### src/rtl/sha1md_pkg.sv
// Shared types, constants and command/status structs for the SHA-1 digest unit.
package sha1md_pkg;

	localparam int unsigned BLOCK_BYTES  = 64;
	localparam int unsigned FILL_W       = $clog2(BLOCK_BYTES);
	localparam int unsigned COUNT_W      = 61;
	localparam int unsigned LEN_W        = 64;
	localparam int unsigned WORD_W       = 32;
	localparam int unsigned WIN_WORDS    = 16;
	localparam int unsigned WIN_W        = WIN_WORDS * WORD_W;
	localparam int unsigned DIGEST_WORDS = 5;
	localparam int unsigned IDX_W        = 3;
	localparam int unsigned ROUND_W      = 7;

	localparam logic [ROUND_W-1:0] LAST_ROUND  = ROUND_W'(79);
	localparam logic [ROUND_W-1:0] GRP1_START  = ROUND_W'(20);
	localparam logic [ROUND_W-1:0] GRP2_START  = ROUND_W'(40);
	localparam logic [ROUND_W-1:0] GRP3_START  = ROUND_W'(60);
	localparam logic [FILL_W-1:0]  LAST_FILL   = FILL_W'(63);
	localparam logic [FILL_W-1:0]  LEN_FILL    = FILL_W'(56);
	localparam logic [IDX_W-1:0]   LAST_WORD   = IDX_W'(DIGEST_WORDS - 1);
	localparam logic [7:0]         PAD_MARK    = 8'h80;

	localparam logic [WORD_W-1:0] K_GRP0 = 32'h5A827999;
	localparam logic [WORD_W-1:0] K_GRP1 = 32'h6ED9EBA1;
	localparam logic [WORD_W-1:0] K_GRP2 = 32'h8F1BBCDC;
	localparam logic [WORD_W-1:0] K_GRP3 = 32'hCA62C1D6;

	localparam logic [DIGEST_WORDS-1:0][WORD_W-1:0] INIT_CHAIN = {
		32'hC3D2E1F0, 32'h10325476, 32'h98BADCFE, 32'hEFCDAB89, 32'h67452301
	};

	typedef enum logic {
		KIND_APPEND = 1'b0,
		KIND_FINISH = 1'b1
	} kind_t;

	typedef enum logic [1:0] {
		BYTE_DATA,
		BYTE_MARK,
		BYTE_ZERO,
		BYTE_LEN
	} byte_sel_t;

	typedef enum logic [1:0] {
		GRP_CH,
		GRP_PAR1,
		GRP_MAJ,
		GRP_PAR2
	} round_grp_t;

	typedef enum logic [2:0] {
		ST_IDLE,
		ST_PAD,
		ST_ROUND,
		ST_ADD,
		ST_OUT
	} state_t;

	typedef struct packed {
		logic             shift_en;
		byte_sel_t        byte_sel;
		logic             count_inc;
		logic             count_clr;
		logic             work_load;
		logic             round_en;
		round_grp_t       round_grp;
		logic             chain_add;
		logic             chain_init;
		logic [IDX_W-1:0] out_sel;
	} dp_cmd_t;

	typedef struct packed {
		logic [FILL_W-1:0] fill;
	} dp_status_t;

endpackage

### src/rtl/sha1md_dp.sv
// Datapath: block window, message schedule, round logic, chaining values, byte count.
module sha1md_dp (
	input  logic                         clk,
	input  logic                         arst_n,
	input  sha1md_pkg::dp_cmd_t          cmd,
	input  logic [7:0]                   data_byte,
	output sha1md_pkg::dp_status_t       status,
	output logic [sha1md_pkg::WORD_W-1:0] digest_word
);
	import sha1md_pkg::*;

	logic [WIN_W-1:0]                     win_q;
	logic [FILL_W-1:0]                    fill_q;
	logic [COUNT_W-1:0]                   count_q;
	logic [DIGEST_WORDS-1:0][WORD_W-1:0]  chain_q;
	logic [WORD_W-1:0]                    a_q, b_q, c_q, d_q, e_q;

	logic [LEN_W-1:0]  len_bits;
	logic [LEN_W-1:0]  len_shift;
	logic [7:0]        byte_in;
	logic [WORD_W-1:0] w0, w2, w8, w13, w_mix, w_new;
	logic [WORD_W-1:0] f_val, k_val, t_val;

	assign status.fill = fill_q;
	assign digest_word = chain_q[cmd.out_sel];

	// length bytes go out most significant first at fill 56..63
	assign len_bits  = {count_q, 3'b000};
	assign len_shift = len_bits >> {~fill_q[2:0], 3'b000};

	always_comb begin
		unique case (cmd.byte_sel)
			BYTE_DATA: byte_in = data_byte;
			BYTE_MARK: byte_in = PAD_MARK;
			BYTE_ZERO: byte_in = 8'h00;
			BYTE_LEN:  byte_in = len_shift[7:0];
			default:   byte_in = 8'h00;
		endcase
	end

	// window word j holds W[t+j]; word 0 sits in the top bits
	assign w0  = win_q[WIN_W-1 -: WORD_W];
	assign w2  = win_q[WIN_W-1-2*WORD_W -: WORD_W];
	assign w8  = win_q[WIN_W-1-8*WORD_W -: WORD_W];
	assign w13 = win_q[WIN_W-1-13*WORD_W -: WORD_W];
	assign w_mix = w13 ^ w8 ^ w2 ^ w0;
	assign w_new = {w_mix[WORD_W-2:0], w_mix[WORD_W-1]};

	always_comb begin
		unique case (cmd.round_grp)
			GRP_CH: begin
				f_val = (b_q & c_q) | (~b_q & d_q);
				k_val = K_GRP0;
			end
			GRP_PAR1: begin
				f_val = b_q ^ c_q ^ d_q;
				k_val = K_GRP1;
			end
			GRP_MAJ: begin
				f_val = (b_q & c_q) | (b_q & d_q) | (c_q & d_q);
				k_val = K_GRP2;
			end
			GRP_PAR2: begin
				f_val = b_q ^ c_q ^ d_q;
				k_val = K_GRP3;
			end
			default: begin
				f_val = '0;
				k_val = '0;
			end
		endcase
	end

	assign t_val = {a_q[WORD_W-6:0], a_q[WORD_W-1:WORD_W-5]} + f_val + e_q + k_val + w0;

	always_ff @(posedge clk) begin
		if (cmd.shift_en) begin
			win_q <= {win_q[WIN_W-9:0], byte_in};
		end else if (cmd.round_en) begin
			win_q <= {win_q[WIN_W-WORD_W-1:0], w_new};
		end
	end

	always_ff @(posedge clk) begin
		if (cmd.work_load) begin
			a_q <= chain_q[0];
			b_q <= chain_q[1];
			c_q <= chain_q[2];
			d_q <= chain_q[3];
			e_q <= chain_q[4];
		end else if (cmd.round_en) begin
			a_q <= t_val;
			b_q <= a_q;
			c_q <= {b_q[1:0], b_q[WORD_W-1:2]};
			d_q <= c_q;
			e_q <= d_q;
		end
	end

	always_ff @(posedge clk or negedge arst_n) begin
		if (!arst_n) begin
			fill_q  <= '0;
			count_q <= '0;
			chain_q <= INIT_CHAIN;
		end else begin
			if (cmd.shift_en) begin
				fill_q <= fill_q + FILL_W'(1);
			end
			if (cmd.count_clr) begin
				count_q <= '0;
			end else if (cmd.count_inc) begin
				count_q <= count_q + COUNT_W'(1);
			end
			if (cmd.chain_init) begin
				chain_q <= INIT_CHAIN;
			end else if (cmd.chain_add) begin
				chain_q[0] <= chain_q[0] + a_q;
				chain_q[1] <= chain_q[1] + b_q;
				chain_q[2] <= chain_q[2] + c_q;
				chain_q[3] <= chain_q[3] + d_q;
				chain_q[4] <= chain_q[4] + e_q;
			end
		end
	end

endmodule

### src/rtl/sha1md_ctrl.sv
// Controller: request handshakes, padding sequence, round counter, digest output.
module sha1md_ctrl (
	input  logic                              clk,
	input  logic                              arst_n,
	input  logic                              in_valid,
	output logic                              in_ready,
	input  logic                              in_kind,
	output logic                              out_valid,
	input  logic                              out_ready,
	output logic [sha1md_pkg::IDX_W-1:0]      out_index,
	output logic                              out_last,
	input  sha1md_pkg::dp_status_t            status,
	output sha1md_pkg::dp_cmd_t               cmd
);
	import sha1md_pkg::*;

	state_t             state_q, state_d;
	logic [ROUND_W-1:0] round_q;
	logic [IDX_W-1:0]   word_q;
	logic               finish_q;
	logic               len_ok_q;
	logic               mark_q;
	logic               in_fire, out_fire, block_full;

	assign in_fire    = in_valid && in_ready;
	assign out_fire   = out_valid && out_ready;
	assign block_full = (status.fill == LAST_FILL);
	assign out_index  = word_q;
	assign out_last   = (word_q == LAST_WORD);

	always_comb begin
		state_d = state_q;
		unique case (state_q)
			ST_IDLE: begin
				if (in_fire) begin
					if (in_kind == KIND_FINISH) begin
						state_d = ST_PAD;
					end else if (block_full) begin
						state_d = ST_ROUND;
					end
				end
			end
			ST_PAD: begin
				if (block_full) begin
					state_d = ST_ROUND;
				end
			end
			ST_ROUND: begin
				if (round_q == LAST_ROUND) begin
					state_d = ST_ADD;
				end
			end
			ST_ADD: begin
				if (!finish_q) begin
					state_d = ST_IDLE;
				end else if (len_ok_q) begin
					state_d = ST_OUT;
				end else begin
					state_d = ST_PAD;
				end
			end
			ST_OUT: begin
				if (out_fire && out_last) begin
					state_d = ST_IDLE;
				end
			end
			default: state_d = ST_IDLE;
		endcase
	end

	// ready and valid are constant within a state, so the request checks use the peer side only
	always_comb begin
		in_ready      = 1'b0;
		out_valid     = 1'b0;
		cmd           = '0;
		cmd.byte_sel  = BYTE_DATA;
		cmd.round_grp = GRP_CH;
		cmd.out_sel   = word_q;
		unique case (state_q)
			ST_IDLE: begin
				in_ready = 1'b1;
				if (in_valid && in_kind == KIND_APPEND) begin
					cmd.shift_en  = 1'b1;
					cmd.count_inc = 1'b1;
					cmd.work_load = block_full;
				end
			end
			ST_PAD: begin
				cmd.shift_en  = 1'b1;
				cmd.work_load = block_full;
				if (mark_q) begin
					cmd.byte_sel = BYTE_MARK;
				end else if (len_ok_q && status.fill >= LEN_FILL) begin
					cmd.byte_sel = BYTE_LEN;
				end else begin
					cmd.byte_sel = BYTE_ZERO;
				end
			end
			ST_ROUND: begin
				cmd.round_en = 1'b1;
				priority if (round_q < GRP1_START) begin
					cmd.round_grp = GRP_CH;
				end else if (round_q < GRP2_START) begin
					cmd.round_grp = GRP_PAR1;
				end else if (round_q < GRP3_START) begin
					cmd.round_grp = GRP_MAJ;
				end else begin
					cmd.round_grp = GRP_PAR2;
				end
			end
			ST_ADD: begin
				cmd.chain_add = 1'b1;
			end
			ST_OUT: begin
				out_valid = 1'b1;
				if (out_ready && out_last) begin
					cmd.chain_init = 1'b1;
					cmd.count_clr  = 1'b1;
				end
			end
			default: ;
		endcase
	end

	always_ff @(posedge clk or negedge arst_n) begin
		if (!arst_n) begin
			state_q  <= ST_IDLE;
			round_q  <= '0;
			word_q   <= '0;
			finish_q <= 1'b0;
			len_ok_q <= 1'b0;
			mark_q   <= 1'b0;
		end else begin
			state_q <= state_d;
			if (state_q == ST_ROUND) begin
				round_q <= (round_q == LAST_ROUND) ? '0 : round_q + ROUND_W'(1);
			end
			if (in_fire && in_kind == KIND_FINISH) begin
				finish_q <= 1'b1;
				mark_q   <= 1'b1;
			end
			// length fits in this block only if the marker lands before byte 56
			if (state_q == ST_PAD && mark_q) begin
				mark_q   <= 1'b0;
				len_ok_q <= (status.fill < LEN_FILL);
			end
			if (state_q == ST_ADD && finish_q && !len_ok_q) begin
				len_ok_q <= 1'b1;
			end
			if (out_fire) begin
				if (out_last) begin
					word_q   <= '0;
					finish_q <= 1'b0;
				end else begin
					word_q <= word_q + IDX_W'(1);
				end
			end
		end
	end

endmodule

### src/rtl/sha1_message_digest_unit.sv
// SHA-1 digest unit: append bytes, on finish pad and emit five digest words.
// Append: one byte per cycle while idle; a block's 64th byte starts the rounds and chain add.
// Finish: pad bytes fill the rest of the block, which is then compressed; a marker at fill 56
// or above adds a length block; then five words, one per m_tready cycle.
// One request in flight at a time: s_tready is high only while idle.
// Reset (arst_n low) loads the initial chaining values and clears the byte count.
module sha1_message_digest_unit (
	input  logic        clk,
	input  logic        arst_n,
	input  logic        s_tvalid,
	output logic        s_tready,
	input  logic [7:0]  s_tdata,   // [7:0] data_byte
	input  logic        s_tuser,   // [0] kind
	output logic        m_tvalid,
	input  logic        m_tready,
	output logic [31:0] m_tdata,   // [31:0] digest_word
	output logic [2:0]  m_tuser,   // [2:0] word_index
	output logic        m_tlast    // last_word
);
	import sha1md_pkg::*;

	dp_cmd_t    cmd;
	dp_status_t status;

	sha1md_ctrl u_ctrl (
		.clk       (clk),
		.arst_n    (arst_n),
		.in_valid  (s_tvalid),
		.in_ready  (s_tready),
		.in_kind   (s_tuser),
		.out_valid (m_tvalid),
		.out_ready (m_tready),
		.out_index (m_tuser),
		.out_last  (m_tlast),
		.status    (status),
		.cmd       (cmd)
	);

	sha1md_dp u_dp (
		.clk         (clk),
		.arst_n      (arst_n),
		.cmd         (cmd),
		.data_byte   (s_tdata),
		.status      (status),
		.digest_word (m_tdata)
	);

endmodule
### config.mk
export PLATFORM = sky130hd
export DESIGN_NAME = sha1_message_digest_unit
export DESIGN_NICKNAME = d
export VERILOG_FILES = /design/src/rtl/sha1md_pkg.sv /design/src/rtl/sha1md_dp.sv /design/src/rtl/sha1md_ctrl.sv /design/src/rtl/sha1_message_digest_unit.sv
export SDC_FILE = /design/constraint.sdc
export NUM_CORES = 2
export LEC_CHECK = 0
export BUFFER_PORTS_ARGS = -buffer_cell sky130_fd_sc_hd__buf_2
export CAP_MARGIN = 20
export CELL_PAD_IN_SITES_DETAIL_PLACEMENT = 1
export CELL_PAD_IN_SITES_GLOBAL_PLACEMENT = 1
export CORE_MARGIN = 3
export CORE_UTILIZATION = 44
export CTS_CLUSTER_DIAMETER = 80
export DETAILED_ROUTE_END_ITERATION = 10
export HOLD_SLACK_MARGIN = 0.02
export PLACE_DENSITY = 0.71
export SYNTH_ARGS = -nofsm -noshare
export SYNTH_HDL_FRONTEND = slang
export SYNTH_SLANG_ARGS = --single-unit
### constraint.sdc
create_clock -name clk -period 22.1 [get_ports clk]
set_clock_uncertainty 0.1 [all_clocks]
set_input_delay 2.21 -clock clk [delete_from_list [all_inputs] [get_ports clk]]
set_output_delay 2.21 -clock clk [all_outputs]
set_load 0.05 [all_outputs]
==> After elaboration in Yosys (flattened, before gate mapping) <==
Index checks and enable logic that the tools add are counted.
{ "totals": {"ff_bits": 915, "inputBits": 13, "out_inout_bits": 38} }
{ "op_classes": {"add_sub_neg": 13, "n_lt_le_gt_ge": 6, "eq_ne": 16, "shifts": 1, "mux": 55, "n_bitwise": 15, "n_reduce_logical": 22} }
{ "op_table": {"columns": ["cell", "count"], "rows": [
  ["$mux 512", 2],
  ["$mux 32", 11],
  ["$mux 160", 2],
  ["$add 32x32->32", 9],
  ["$xor 32x32->32", 5],
  ["$and 32x32->32", 4],
  ["$pmux 32 s4", 1],
  ["$mux 61", 2],
  ["$bmux 32 s3", 1],
  ["$or 32x32->32", 3],
  ["$pmux 32 s3", 1],
  ["$shr 64x6->8", 1],
  ["$add 61x1->61 const B", 1],
  ["$not 32->32", 1],
  ["$pmux 8 s4", 1],
  ["$mux 3", 9],
  ["$mux 1", 17],
  ["$pmux 3 s5", 1],
  ["$lt 7x6->1 const B", 2],
  ["$reduce_bool 2->1", 6],
  ["$logic_and 1x1->1", 10],
  ["$eq 2x2->1 const B", 4],
  ["$mux 2", 4],
  ["$add 7x1->7 const B", 1],
  ["22 further kinds", 29]
]} }

==> Depth between registers and ports, before layout <==
{ "logic_depth": {"ltp_word": 14, "mapped_depth": 30, "ltp_nobuf": 27} }

==> Hierarchy <==
A second synthesis with hierarchy kept.
{ "unflattened": {"hier_cells": 4566, "area_unflattened_um2": 54248.3} }
{ "modules_own_cells": {"columns": ["mod", "instances", "cells_each", "area_each_um2", "seq_area_each_um2"], "rows": [
  ["sha1md_dp", 1, 4454, 53277.3, 25959.9],
  ["sha1md_ctrl", 1, 112, 970.9, 400.4]
]} }

==> Worst setup path before layout <==
OpenSTA, ideal clock, no wires.
{ "synth_path": {"kind": "input port to flip-flop", "startpoint": "input s_tvalid", "endpoint": "register u_dp.win_q[0] (enable)", "setup_time_ps": 3632, "t_arrival_ps": 11651, "path_slack_ps": 6717, "stages": 6, "path_buffers": 3, "path_cell_list": "nor2b_1 clkbuf_1 o21ai_1 clkbuf_1 clkbuf_1 nand2_1"} }
{ "synth_between": {"elab_chain_len": 4} }
{ "synth_lines": {"columns": ["element", "line", "source"], "rows": [
  ["from (decl)", "sha1_message_digest_unit.sv:10", "input logic s_tvalid,"],
  ["$logic_and 1x1->1", "sha1md_ctrl.sv:82", "if (in_valid && in_kind == KIND_APPEND) begin"],
  ["$mux 1", "sha1md_ctrl.sv:82", null],
  ["$pmux 1 s2", "sha1md_ctrl.sv:79", "unique case (state_q)"],
  ["$reduce_bool 2->1 (no line)", null, null],
  ["to (signal assigned)", "sha1md_dp.sv:78", "win_q <= {win_q[WIN_W-9:0], byte_in};"],
  ["to (signal assigned)", "sha1md_dp.sv:80", "win_q <= {win_q[WIN_W-WORD_W-1:0], w_new};"],
  ["to (decl)", "sha1md_dp.sv:12", "logic [WIN_W-1:0] win_q;"]
]} }
No other way between the ends.
A chain may end at the register's enable or synchronous reset.

==> Worst setup path in the final report <==
{ "layout_path": {"startpoint": "register u_ctrl.state_q[0]", "endpoint": "register u_dp.a_q[30] (data pin)"} }
{ "layout_between": {"elab_chain_len": 11, "elab_cells_between_ends": 18, "cone_classes": "add/sub (4); eq/ne (5); mux (6); reduce/logical (3)"} }
{ "layout_lines": {"columns": ["element", "line", "source"], "rows": [
  ["from (decl)", "sha1md_ctrl.sv:17", "state_t state_q, state_d;"],
  ["from (signal assigned)", "sha1md_ctrl.sv:134", "state_q <= state_d;"],
  ["$eq 3x2->1", "sha1md_ctrl.sv:79", null],
  ["$mux 3", "sha1md_ctrl.sv:79", null],
  ["$eq 2x1->1 / $eq 2x2->1 (equally long branches)", "sha1md_dp.sv:50", "unique case (cmd.round_grp)"],
  ["$reduce_or 2->1 (no line)", null, null],
  ["$pmux 32 s3", "sha1md_dp.sv:50", null],
  ["$add 32x32->32 (4 in a row)", "sha1md_dp.sv:74", "assign t_val = {a_q[WORD_W-6:0], a_q[WORD_W-1:WORD_W-5]} + f_val + e_q + k_val + w0;"],
  ["$mux 32", "sha1md_dp.sv:91", "end else if (cmd.round_en) begin"],
  ["$mux 32 *", "sha1md_dp.sv:85", "if (cmd.work_load) begin"],
  ["to (signal assigned)", "sha1md_dp.sv:86", "a_q <= chain_q[0];"],
  ["to (signal assigned)", "sha1md_dp.sv:92", "a_q <= t_val;"],
  ["to (decl)", "sha1md_dp.sv:16", "logic [WORD_W-1:0] a_q, b_q, c_q, d_q, e_q;"]
]} }
Every way passes the cells marked *; elsewhere a longest branch is shown, timed or not. The select of a mux whose other input is x is not followed.

==> metrics <==
Hold WS 0.3992 ns; met2 Track Usage GR 0.4240; row count 127; layout cells sized above 1 0.06817; # DRC 0; Worst-Skew Late Latency approximately 0.73 ns; slew margin rel. 0.1475; I/O Pins 51; HPWL Detailed 111100 µm; asr flop ratio synth 0.2656; post-cts resize count 0; grt met1 use 0.3462; FF-to-FF setup slack between 10 and 15 ns; Post-CTS Hold Fix Bufs 0; crit-path max FO 35; placement-stage cell area 55810 µm²; Synth Instances 5755; CP required 22.44 ns; number of global-route vias before repair about 42000; Lkg Pwr around 26 nW; Synth top area share 0.3733; vias after detailed routing 41405; synth-to-layout area growth 9.783%; first-pass GRT wire length 251200 µm; DR pass1 iterations 5; period utilisation layout 0.3675; final net count a little over 6000; CP Launch Type flop; Hold Path Class reg2reg; Root Buffer clkbuf_16; initial DRC count 3329; worst r2r src u_ctrl.state_q[0]; EDFF count, synth roughly 670; Synth area leaders edfxtp_1, nand2_1, dfrtp_1; starting density of the core 0.4470; CTS tree yes; Setup Crit Path Kind reg2reg; synth cell count leaders nand2_1, edfxtp_1, o21ai_0; largest net degree at the start of global routing 223; post-route ant nets 0; Crit. End Element flop; CTS Sinks around 900; GR peak layer met2; # port buffers 50; Max Freq 123.1 MHz; Netlist cell types 83; mapped cell area ~54000 µm²; Critical Path Source u_ctrl.state_q[0]; detailed-route wire length per cell 21.70 µm; Slew Limit Fails 0; core area between 100000 and 150000 µm²; most frequent cell after synthesis nand2_1; PwrDens 153.4 nW/µm²; Die Wd 356.5 µm; Setup TNS Final 0 ns; syn nets between 6000 and 7000; Seq/Total Area, Yosys 0.4876; Worst Setup Slack, final around 14 ns; crit path DAT 8.46 ns; CTS buffer count between 100 and 150; Core Util, Final 0.4908; GRT Total Usage 0.2527; Post-Route WL ~160000 µm; DP Worst Slack approximately 14 ns; dominant synthesized flop cell edfxtp_1; RSZ-0062 raised after global routing false; # Post-CTS Setup Buffers 0; Setup crit end u_dp.a_q[30]; Peak supply drop 0.1006 mV; DR vias/cell 5.601; gr ovfl total 0; gpl congestion 0.9231; end of the worst register-to-register path u_dp.a_q[30]; die area 127100 µm²; mean post-synth cell area roughly 9.4 µm²; final hold violation count 0; register bit total from synthesis 915; Final setup viols 0; fin crit period 8.122 ns; die span in y 356.5 µm; H-Tree Level Count 3; Max Cap Viol 0; status finished clean; Worst R2R Path Depth 26; initial antenna violation count 0; Clock transition at path regs around 0.06 ns; largest area contributor in the netlist edfxtp_1; deepest clock path buffer count 3; Worst Max-Slew Pin Slew ~1.3 ns; Yosys warnings 0; met3 GRT Util 0.02904; post-route cell area roughly 60000 µm²
-- routing by layer --
| layer | part of all wire | vias to the layer above |
|---|---|---|
| li1 | - | 19452 |
| met1 | 0.45 | 20945 |
| met2 | 0.48 | 771 |
| met3 | 0.037 | 237 |
| met4 | 0.029 | 0 |
| met5 | 0 | - |
-- kinds of logic (layout without fill, tap and decap cells) --
group,after synthesis,in the layout,share of synthesized area
AND/OR/NAND/NOR,2666,2666,0.2028
other,0,1,0
buffers and inverters,516,541,0.03620
XOR/XNOR,298,298,0.04828
adder cells (fa/ha/maj),358,358,0.1002
multiplexers,99,99,0.02171
flip-flops,915,915,0.4876
AO/OA/AOI/OAI,903,903,0.1032
-- area by class of cell --
cell class / count / area, µm²
diodes: 1 / 2.502
clock inverters: 60 / 590.6
flip-flops and latches: 915 / 26370
well taps: 1612 / 2017
multi-input cells: 4324 / 25830
repair buffers: 93 / 678.2
fillers: 13626 / 61580
clock buffers: 139 / 2929
inverters: 249 / 934.6
-- flip-flops by register name, indices dropped and copies added (netlist names), 7 cells and up --
register	flops
u_dp.win_q	512
u_dp.b_q	32
u_dp.count_q	61
u_dp.chain_q	160
u_dp.d_q	32
u_dp.a_q	32
u_ctrl.round_q	7
u_dp.c_q	32
u_dp.e_q	32
-- how the worst min path moves through the flow --
stage,from,end,slack (ns),depth (start not counted)
2_1_floorplan,u_dp.status[5],u_dp.status[5],0.36,1
3_3_place_gp,u_dp.status[5],u_dp.status[5],0.38,1
3_5_place_dp,u_dp.status[5],u_dp.status[5],0.39,1
4_1_cts,u_dp.status[5],u_dp.status[5],0.40,1
5_1_grt,u_dp.status[5],u_dp.status[5],0.42,1
6_report,u_dp.status[5],u_dp.status[5],0.40,1
-- layout by cell type (no fill, tap or decap), types with 14 or more instances in the layout --
| cell type | synthesis | routed |
|---|---|---|
| nand2_1 | 1984 | 1981 |
| edfxtp_1 | 672 | 672 |
| o21ai_0 | 274 | 274 |
| nor2_1 | 260 | 257 |
| a21oi_1 | 252 | 251 |
| inv_1 | 248 | 248 |
| ha_1 | 232 | 230 |
| xnor2_1 | 163 | 163 |
| dfrtp_1 | 163 | 161 |
| xor2_1 | 135 | 135 |
| fa_1 | 125 | 125 |
| nand3_1 | 110 | 109 |
| clkbuf_16 | 0 | 108 |
| a21o_1 | 83 | 83 |
| dfstp_2 | 80 | 80 |
| mux2i_1 | 79 | 79 |
| nor3_1 | 57 | 56 |
| buf_2 | 2 | 49 |
| nand2b_1 | 47 | 47 |
| nor2b_1 | 46 | 46 |
| buf_4 | 4 | 35 |
| o22ai_1 | 34 | 34 |
| nand4_1 | 30 | 30 |
| a211oi_1 | 28 | 28 |
| a31oi_1 | 28 | 28 |
| o31ai_1 | 27 | 27 |
| or3_1 | 27 | 26 |
| clkinv_2 | 0 | 23 |
| a221oi_1 | 22 | 22 |
| and3_1 | 21 | 21 |
| o21a_1 | 21 | 20 |
| clkbuf_1 | 231 | 20 |
| clkinv_1 | 1 | 19 |
| o21bai_1 | 18 | 18 |
| nor3b_1 | 17 | 17 |
| a221o_1 | 16 | 16 |
| o211ai_1 | 16 | 16 |
| mux4_2 | 14 | 14 |
-- worst max-delay path, cell delays in order (launching register included) --
cell       delay, ns
dfrtp_1         0.53
or3b_2          0.67
a21oi_4         0.16
buf_4           0.42
inv_1           0.16
ha_2            0.34
clkinv_1        0.09
buf_4           0.29
o31ai_1         0.17
fa_1            0.50
inv_1           0.05
fa_1            0.51
inv_1           0.06
fa_1            0.51
inv_1           0.04
ha_1            0.20
or4_4           0.52
or2_2           0.29
o22ai_1         0.39
a211oi_1        0.16
buf_4           0.19
a2111oi_2       0.46
nor3_1          0.13
a2111oi_2       0.45
a21oi_1         0.16
xnor2_1         0.15
a21oi_1         0.08
-- power by group --
group / switching [W] / internal (W)
sequential: 0.000594 / 0.00292
combinational: 0.00244 / 0.00137
clock: 0.000761 / 0.00103
total: 0.00379 / 0.00531
-- through the flow --
stage          power (W)  std cells
2_1_floorplan   0.006330       5755
3_3_place_gp    0.007204       7192
3_5_place_dp    0.007332       7192
4_1_cts         0.009179       7391
5_1_grt         0.009793       7392
6_report        0.009105       7393
Power figures use the tool's default switching activity.
